**src/hw/rtl/rat_pkg.sv**
```systemverilog
`default_nettype none

package rat_pkg;

    // Number of minima captured before the run ends.
    localparam int unsigned PEAK_COUNT = 8;
    localparam int unsigned CNT_W      = $clog2(PEAK_COUNT + 1);

    localparam int unsigned DATA_W     = 32;
    localparam int unsigned STEP_W     = 15;
    localparam int unsigned HYST_W     = 16;
    localparam int unsigned DRIVE_W    = 16;
    localparam int unsigned PERIOD_W   = 39;
    localparam int unsigned AMP_W      = 40;
    localparam int unsigned CFG_IDX_W  = 2;

    typedef enum logic [CFG_IDX_W-1:0] {
        CFG_SETPOINT    = 2'd0,
        CFG_OUTPUT_STEP = 2'd1,
        CFG_HYSTERESIS  = 2'd2
    } cfg_index_t;

    typedef enum logic [0:0] {
        ACT_START  = 1'b0,
        ACT_SAMPLE = 1'b1
    } action_t;

    typedef enum logic [1:0] {
        EV_NONE = 2'd0,
        EV_MAX  = 2'd1,
        EV_MIN  = 2'd2
    } event_t;

    typedef struct packed {
        logic [DATA_W-1:0] setpoint;
        logic [STEP_W-1:0] output_step;
        logic [HYST_W-1:0] hysteresis;
    } cfg_t;

    typedef struct packed {
        action_t                  action;
        logic signed [DATA_W-1:0] sample;
        logic [DATA_W-1:0]        timestamp_us;
    } in_beat_t;

    typedef struct packed {
        logic signed [DRIVE_W-1:0] drive;
        logic                      done_res;
        event_t                    event_res;
        logic signed [DATA_W-1:0]  peak_value;
        logic [DATA_W-1:0]         peak_time;
        logic [PERIOD_W-1:0]       period_sum;
        logic signed [AMP_W-1:0]   amplitude_sum;
    } out_beat_t;

endpackage

`default_nettype wire

```
**src/hw/rtl/rat_core.sv**
```systemverilog
`default_nettype none

module rat_core
    import rat_pkg::*;
(
    input  wire logic      aclk,
    input  wire logic      aresetn,
    input  wire logic      in_fire,
    input  wire in_beat_t  in_beat,
    input  wire cfg_t      cfg,
    output out_beat_t      result
);

    logic                      running_reg, running_next;
    logic                      above_reg, above_next;
    logic                      first_reg, first_next;
    logic                      finished_reg, finished_next;
    logic signed [DRIVE_W-1:0] drive_reg, drive_next;
    logic signed [DATA_W-1:0]  cand_val_reg, cand_val_next;
    logic [DATA_W-1:0]         cand_time_reg, cand_time_next;
    logic [DATA_W-1:0]         last_max_reg, last_max_next;
    logic [DATA_W-1:0]         last_min_reg, last_min_next;
    logic                      max_seen_reg, max_seen_next;
    logic [CNT_W-1:0]          min_count_reg, min_count_next;
    logic [PERIOD_W-1:0]       period_reg, period_next;
    logic signed [AMP_W-1:0]   amp_reg, amp_next;
    event_t                    event_c;

    logic signed [DATA_W:0]    sample_x;
    logic signed [DATA_W:0]    thr_hi;
    logic signed [DATA_W:0]    thr_lo;
    logic signed [DATA_W:0]    half_x;
    logic signed [DRIVE_W-1:0] step_pos;
    logic [DATA_W-1:0]         period_inc;
    logic [DATA_W-1:0]         period_base;

    assign sample_x = {in_beat.sample[DATA_W-1], in_beat.sample};
    assign half_x   = {{(DATA_W+1-(HYST_W-1)){1'b0}}, cfg.hysteresis[HYST_W-1:1]};
    assign thr_hi   = {cfg.setpoint[DATA_W-1], cfg.setpoint} + half_x;
    assign thr_lo   = {cfg.setpoint[DATA_W-1], cfg.setpoint} - half_x;
    assign step_pos = {{(DRIVE_W-STEP_W){1'b0}}, cfg.output_step};
    assign period_base = above_reg ? last_max_reg : last_min_reg;
    assign period_inc  = cand_time_next - period_base;

    always_comb begin
        running_next   = running_reg;
        above_next     = above_reg;
        first_next     = first_reg;
        finished_next  = finished_reg;
        drive_next     = drive_reg;
        cand_val_next  = cand_val_reg;
        cand_time_next = cand_time_reg;
        last_max_next  = last_max_reg;
        last_min_next  = last_min_reg;
        max_seen_next  = max_seen_reg;
        min_count_next = min_count_reg;
        period_next    = period_reg;
        amp_next       = amp_reg;
        event_c        = EV_NONE;

        if (in_beat.action == ACT_START) begin
            running_next   = 1'b1;
            finished_next  = 1'b0;
            above_next     = 1'b0;
            first_next     = 1'b1;
            cand_val_next  = cfg.setpoint;
            cand_time_next = '0;
            last_max_next  = '0;
            last_min_next  = '0;
            max_seen_next  = 1'b0;
            min_count_next = '0;
            period_next    = '0;
            amp_next       = '0;
            drive_next     = step_pos;
        end else if (running_reg && !finished_reg) begin
            if (!above_reg) begin
                if (in_beat.sample < cand_val_reg) begin
                    cand_val_next  = in_beat.sample;
                    cand_time_next = in_beat.timestamp_us;
                end
                if (sample_x > thr_hi) begin
                    // The minimum before the first upward crossing is not a real peak.
                    if (!first_reg) begin
                        if (min_count_reg != '0) begin
                            period_next = period_reg
                                + {{(PERIOD_W-DATA_W){1'b0}}, period_inc};
                            amp_next = amp_reg
                                - {{(AMP_W-DATA_W){cand_val_next[DATA_W-1]}}, cand_val_next};
                        end
                        last_min_next  = cand_time_next;
                        min_count_next = min_count_reg + 1'b1;
                        event_c        = EV_MIN;
                    end
                    first_next = 1'b0;
                    drive_next = -step_pos;
                    above_next = 1'b1;
                end
            end else begin
                if (in_beat.sample > cand_val_reg) begin
                    cand_val_next  = in_beat.sample;
                    cand_time_next = in_beat.timestamp_us;
                end
                if (sample_x < thr_lo) begin
                    if (max_seen_reg) begin
                        period_next = period_reg
                            + {{(PERIOD_W-DATA_W){1'b0}}, period_inc};
                        amp_next = amp_reg
                            + {{(AMP_W-DATA_W){cand_val_next[DATA_W-1]}}, cand_val_next};
                    end
                    last_max_next = cand_time_next;
                    max_seen_next = 1'b1;
                    event_c       = EV_MAX;
                    drive_next    = step_pos;
                    above_next    = 1'b0;
                end
            end
            if (min_count_next == CNT_W'(PEAK_COUNT)) begin
                finished_next = 1'b1;
                drive_next    = '0;
            end
        end
    end

    always_ff @(posedge aclk) begin
        if (!aresetn) begin
            running_reg   <= 1'b0;
            above_reg     <= 1'b0;
            first_reg     <= 1'b1;
            finished_reg  <= 1'b0;
            drive_reg     <= '0;
            cand_val_reg  <= '0;
            cand_time_reg <= '0;
            last_max_reg  <= '0;
            last_min_reg  <= '0;
            max_seen_reg  <= 1'b0;
            min_count_reg <= '0;
            period_reg    <= '0;
            amp_reg       <= '0;
        end else if (in_fire) begin
            running_reg   <= running_next;
            above_reg     <= above_next;
            first_reg     <= first_next;
            finished_reg  <= finished_next;
            drive_reg     <= drive_next;
            cand_val_reg  <= cand_val_next;
            cand_time_reg <= cand_time_next;
            last_max_reg  <= last_max_next;
            last_min_reg  <= last_min_next;
            max_seen_reg  <= max_seen_next;
            min_count_reg <= min_count_next;
            period_reg    <= period_next;
            amp_reg       <= amp_next;
        end
    end

    always_comb begin
        result.drive         = drive_next;
        result.done_res      = finished_next;
        result.event_res     = event_c;
        result.peak_value    = cand_val_next;
        result.peak_time     = cand_time_next;
        result.period_sum    = period_next;
        result.amplitude_sum = amp_next;
    end

endmodule

`default_nettype wire

```
**src/hw/rtl/relay_autotune_peak_capture.sv**
```systemverilog
// Relay autotune peak capture. Configure setpoint, output_step and hysteresis
// through the write port while idle, send a start beat (action 0), then one
// sample beat per measurement. Every input beat produces exactly one result
// beat carrying the relay drive to apply, the peak just recorded (event 1 for
// a maximum, 2 for a minimum) and the running period and amplitude sums.
// The block takes one beat per clock: the whole update is combinational logic
// from the state registers into a result register, and a two-entry output
// buffer (result register plus skid register) lets input flow while a result
// waits, so s_ready drops only when both are full. After PEAK_COUNT minima the
// drive reads zero and samples are ignored until the next start beat.
`default_nettype none

module relay_autotune_peak_capture
    import rat_pkg::*;
(
    input  wire logic                 aclk,
    input  wire logic                 aresetn,
    input  wire logic                 cfg_we,
    input  wire logic [CFG_IDX_W-1:0] cfg_index,
    input  wire logic [DATA_W-1:0]    cfg_wdata,
    input  wire logic                 s_valid,
    output logic                      s_ready,
    input  wire in_beat_t             s_data,
    output logic                      m_valid,
    input  wire logic                 m_ready,
    output out_beat_t                 m_data
);

    cfg_t      cfg_reg;
    out_beat_t result;
    out_beat_t out_data_reg;
    out_beat_t skid_data_reg;
    logic      out_valid_reg;
    logic      skid_valid_reg;
    logic      in_fire;
    logic      out_fire;

    always_ff @(posedge aclk) begin
        if (!aresetn) begin
            cfg_reg <= '0;
        end else if (cfg_we) begin
            unique case (cfg_index)
                CFG_SETPOINT:    cfg_reg.setpoint    <= cfg_wdata;
                CFG_OUTPUT_STEP: cfg_reg.output_step <= cfg_wdata[STEP_W-1:0];
                CFG_HYSTERESIS:  cfg_reg.hysteresis  <= cfg_wdata[HYST_W-1:0];
                default: ;
            endcase
        end
    end

    assign s_ready  = !skid_valid_reg;
    assign in_fire  = s_valid && s_ready;
    assign out_fire = out_valid_reg && m_ready;

    rat_core u_core (
        .aclk    (aclk),
        .aresetn (aresetn),
        .in_fire (in_fire),
        .in_beat (s_data),
        .cfg     (cfg_reg),
        .result  (result)
    );

    always_ff @(posedge aclk) begin
        if (!aresetn) begin
            out_valid_reg  <= 1'b0;
            skid_valid_reg <= 1'b0;
        end else if (skid_valid_reg) begin
            if (out_fire) begin
                skid_valid_reg <= 1'b0;
            end
        end else if (in_fire) begin
            if (out_valid_reg && !m_ready) begin
                skid_valid_reg <= 1'b1;
            end else begin
                out_valid_reg <= 1'b1;
            end
        end else if (out_fire) begin
            out_valid_reg <= 1'b0;
        end
    end

    // A waiting skid beat always moves up before a new result can enter.
    always_ff @(posedge aclk) begin
        if (skid_valid_reg) begin
            if (out_fire) begin
                out_data_reg <= skid_data_reg;
            end
        end else if (in_fire) begin
            if (out_valid_reg && !m_ready) begin
                skid_data_reg <= result;
            end else begin
                out_data_reg <= result;
            end
        end
    end

    assign m_valid = out_valid_reg;
    assign m_data  = out_data_reg;

endmodule

`default_nettype wire
```
**config.mk**
```make
export PLATFORM = sky130hd
export DESIGN_NAME = relay_autotune_peak_capture
export DESIGN_NICKNAME = d
export VERILOG_FILES = /design/src/hw/rtl/rat_pkg.sv /design/src/hw/rtl/rat_core.sv /design/src/hw/rtl/relay_autotune_peak_capture.sv
export SDC_FILE = /design/constraint.sdc
export NUM_CORES = 2
export LEC_CHECK = 0
export BUFFER_PORTS_ARGS = -buffer_cell sky130_fd_sc_hd__buf_2
export CAP_MARGIN = 20
export CORE_MARGIN = 4
export CORE_UTILIZATION = 60
export DETAILED_ROUTE_END_ITERATION = 8
export MAX_ROUTING_LAYER = met4
export PLACE_DENSITY = 0.79
export SYNTH_ARGS = -nofsm -noshare
export SYNTH_HDL_FRONTEND = slang
export SYNTH_HIERARCHICAL = 1
export SYNTH_SLANG_ARGS = --single-unit
```
**constraint.sdc**
```tcl
create_clock -name aclk -period 11.8 [get_ports aclk]
set_input_delay 2.36 -clock aclk [delete_from_list [all_inputs] [get_ports aclk]]
set_output_delay 2.36 -clock aclk [all_outputs]
set_load 0.005 [all_outputs]
```
* Yosys cells after proc, flatten, opt, wreduce, memory -nomap -nowiden
Cells that the tools add are included.
** Storage, ports and cells
- Register bits after elaboration :: 621
- Memories kept :: 0
- Output and inout bits :: 164
- Bits in latches :: 0
- Logic and storage cells :: 168
- Input port bits :: 104
- ROM bits :: 0
- Memory bits (writable) :: 0
** Cells by class
- Bitwise logic cells :: 2
- Eq/ne operators :: 12
- Divide/modulo/power cells :: 0
- Add/subtract/negate cells :: 8
- Multipliers :: 0
- $lt $le $gt $ge :: 4
- Reductions and logical operators :: 22
- Shift operators :: 0
- Mux-type cells :: 88
** Operator list (count)
- two-way mux 32 bit :: 26
- two-way mux 162 bit :: 4
- two-way mux 40 bit :: 8
- two-way mux 39 bit :: 8
- two-way mux 16 bit :: 6
- adder 40 bit :: 1
- subtractor 40 bit :: 1
- adder 39 x 32 -> 39 bit :: 1
- adder 32 x 16 -> 33 bit :: 1
- > comparator 32 x 33 -> 1 bit :: 1
- less-than comparator 32 x 33 -> 1 bit :: 1
- subtractor 32 x 16 -> 33 bit :: 1
- > comparator 32 bit :: 1
- less-than comparator 32 bit :: 1
- subtractor 32 bit :: 1
- two-way mux 4 bit :: 7
- two-way mux 1 bit :: 24
- negator 15 -> 16 bit :: 1
- two-way mux 2 bit :: 5
- != test 2 x 1 -> 1 bit (second input constant) :: 5
- AND reduction 2 bit :: 5
- AND reduction 3 bit :: 3
- != test 2 bit (second input constant) :: 4
- AND reduction 4 bit :: 2
- other kinds (11) :: 18

* Longest topological paths before layout
- Depth after elaboration :: 16
- Depth in mapped cells :: 41
- Gate-level depth less buffers :: 40

* By module
Netlist, hierarchy kept.
** By module, submodules not included
- rat_core :: area an instance 24591.1 um2, cells an instance 3391, seq. area each 4644.5 um2, times used 1
- relay_autotune_peak_capture :: area an instance 14054.7 um2, cells an instance 768, seq. area each 11030.6 um2, times used 1

* Least setup slack after synthesis
OpenSTA, ideal clock, no wires.
- Kind :: input-to-reg
- From :: in s_valid
- To :: reg out_data_reg, in the netlist m_data[0] (enable)
- Data arrival time :: 10237 ps
- Data required time :: 11063 ps
- Cell stages on the path :: 2
- Slack :: 826 ps
- Buffers on the path :: 0
- Library setup time :: 737 ps
- Path through :: nand2_1 a21oi_1
** On the way
- Longest elaborated chain between the ends :: 3
** RTL lines
- from (decl) :: line relay_autotune_peak_capture.sv:21 : input wire logic s_valid,
- logical AND 1 bit :: line relay_autotune_peak_capture.sv:52 : assign in_fire = s_valid && s_ready;
- nonzero test 2 bit (no line)
- AND reduction 3 bit (no line)
- to (signal assigned) :: line relay_autotune_peak_capture.sv:87 : out_data_reg <= skid_data_reg;
- to (signal assigned) :: line relay_autotune_peak_capture.sv:93 : out_data_reg <= result;
- to (decl) :: line relay_autotune_peak_capture.sv:31 : out_beat_t out_data_reg;
No other way between the ends.
A chain may end at the register's enable or synchronous reset.

==> Flow_metrics.wiki <==
{| class="wikitable"
! Metric !! Value
|-
| Average cell area after synthesis || 9.29 um^2
|-
| RSZ-0062 raised after global routing || false
|-
| Final TNS setup || 0 ns
|-
| Vias in the first global route || ~30000
|-
| Class of the tightest hold or removal check || flop to flop
|-
| Avg WL per Cell || 22.5 um
|-
| Vias || 33396
|-
| Number of setup violations in the final report || 0
|-
| GR met1 Demand/Resource || 50.4%
|-
| Final Hold Viols || 0
|-
| Capturing element type of the critical path || flop
|-
| Static leakage || roughly 0.017 uW
|-
| Core area || 0.0634 mm^2
|-
| TritonCTS clock tree || yes
|-
| Largest net degree at the start of global routing || 96
|-
| Cell occurring most often along the worst timing path || a21oi_1
|-
| Peak supply drop || 0.000123 V
|-
| Iteration-0 DRC count of the detailed router || 4251
|-
| Slew at the pin with the worst max-slew slack || about 1.1 ns
|-
| Die area || just under 0.07 mm^2
|-
| Latest clock arrival within the worst-skew pair || 0.64 ns
|-
| Count of hold buffers inserted by post-cts repair || 0
|-
| Global-route met3 utilization || 6.32%
|-
| Post-CTS Setup Inserts || 0
|-
| Fin area || about 0.043 mm^2
|-
| Gp weighted congestion || a little under 1
|-
| Io pins || ~270
|-
| Worst setup skew after layout || 0.0349 ns
|-
| Max-Cap Viols || 0
|-
| Total routing usage reported by global routing || ~34%
|-
| DRC || 0
|-
| Power per cell area || 146 mW/mm^2
|-
| Layout fillers || 5094
|-
| Overflow left after global routing || 0
|-
| Fraction of final layout cells with drive strength greater than 1 || 15.3%
|-
| Worst stage delay on the critical path || 0.49 ns
|-
| Period utilisation layout || between 90% and 100%
|-
| CTS clk-pin slew, worst paths || 0.06 ns
|-
| Cell area reported after detailed placement || 0.0404 mm^2
|-
| Number of clock buffers inserted by TritonCTS || 66
|-
| Fin nets || 4679
|-
| Area of combinational cells with multiple inputs || 0.0215 mm^2
|-
| Dpl hpwl || 83.2 mm
|-
| Grt met2 use || 47.4%
|-
| Wire length of the first global-routing pass || 179 mm
|-
| Post-cts gate resize count || 0
|-
| Via-to-Cell Ratio || 6.41
|-
| Cell Rows || 92
|-
| Depth of the CTS H-tree || 3
|-
| Register cell area after layout || about 0.016 mm^2
|-
| Area growth, synth to finish || 10.6%
|-
| Number of pins exceeding their max-slew limit in the final report || 0
|-
| Worst hold slack || 0.455 ns
|-
| Most used routing layer in global routing || met1
|-
| Yosys warning count || 6
|-
| Die span in y || about 260 um
|-
| Syn Nets || 4541
|-
| Data arrival time of the critical path || about 11 ns
|-
| Starting utilization of the core area || 60.9%
|-
| Post-synthesis cell count || 4156
|-
| Worst setup SP type || input port
|-
| Number of antenna violations at the first check in global routing || 21
|-
| Input/output buffers || approximately 270
|-
| Worst Path Class, Setup || input port to flop
|-
| Area of the mapped netlist || 0.0386 mm^2
|-
| Die W || 262 um
|-
| Required time at the endpoint of the critical path || between 10 and 15 ns
|-
| Remaining antenna violation count || 0
|-
| Number of search-and-repair iterations in the first detailed-routing pass || 6
|-
| Result of the run || finished clean
|-
| Max-Slew Margin vs Limit || 24.5%
|-
| Crit-path max FO || 13
|-
| Buffer levels on the longest clock path || 3
|-
| Highest attainable clock frequency || 92.6 MHz
|-
| Total clock sinks || 620
|-
| CTS Root Cell || clkbuf_16
|-
| Total Wirelength || approximately 120 mm
|-
| CP max stage cell || or4_1
|-
| Post-route minimum period || about 11 ns
|}
## worst max-delay path: cells and delay by family
kind | cells | cell delay (ns)
AO/OA/AOI/OAI | 19 | 4.01
AND/OR/NAND/NOR | 9 | 1.93
adder cells (fa/ha/maj) | 4 | 1.40
multiplexers | 2 | 0.67
XOR/XNOR | 3 | 0.61
buffers and inverters | 2 | 0.23
## per-stage QoR
step	total power (uW)	utilization (%)	instances	worst slack, ns
2_1_floorplan	3610	-	4156	0.826
3_3_place_gp	4050	63.7	5070	0.824
3_5_place_dp	4060	63.7	5071	0.550
4_1_cts	6200	67.3	5192	1.21
5_1_grt	6480	67.3	5214	0.286
6_report	6220	67.3	5214	0.996
## path summary, 6_finish.rpt
| path | endpoint | slack [ns] | depth (start not counted) | start |
|---|---|---|---|---|
| worst max-delay path | m_data[75]$_DFFE_PP_ | 1.0 | 39 | s_data[63] |
| worst min-delay path | u_core/last_max_reg[9]$_SDFFE_PN0P_ | 0.45 | 2 | u_core/last_max_reg[9]$_SDFFE_PN0P_ |
| worst max register to register | m_data[75]$_DFFE_PP_ | 2.42 | 39 | u_core/cand_val_reg[31]$_SDFFE_PN0P_ |
| worst min register to register | u_core/last_max_reg[9]$_SDFFE_PN0P_ | 0.45 | 2 | u_core/last_max_reg[9]$_SDFFE_PN0P_ |
## where the power goes
group	internal [uW]	switching, uW	leakage [uW]
combinational	616	1020	0.0104
sequential	2370	63.5	0.00557
clock	1220	932	0.00108
total	4200	2020	0.0170
## final cells by class
| class | instances | area share [%] |
|---|---|---|
| Antenna cell | 21 | 0.123 |
| Clock buffer | 86 | 4.33 |
| Clock inverter | 35 | 0.914 |
| Inverter | 129 | 1.15 |
| Multi-Input combinational cell | 3165 | 50.4 |
| Sequential cell | 620 | 36.7 |
| Tap cell | 846 | 2.48 |
| Timing Repair Buffer | 312 | 3.94 |
## cell usage in the layout, fill, tap and decap left out, drive strengths merged, types with 24 or more instances in the layout
master,count
clkbuf,86
mux2,168
nand4,29
nor3,71
nand3,133
o21ai,312
dfxtp,296
mux2i,144
and3,35
xnor2,107
buf,312
xor2,78
a31oi,68
a21oi,374
o21a,40
edfxtp,324
ha,275
nand2b,30
nand2,436
o221ai,27
a22o,43
nor2b,62
or3,34
a211oi,26
a22oi,43
o31ai,24
inv,135
nor2,292
a21o,67
o22ai,55
## metal layers
| layer | vias to the layer above | part of all wire, % |
|---|---|---|
| li1 | 15573 | - |
| met1 | 15707 | 44 |
| met2 | 1885 | 42 |
| met3 | 231 | 11 |
| met4 | 0 | 3.2 |
| met5 | - | 0 |
Power figures use the tool's default switching activity.
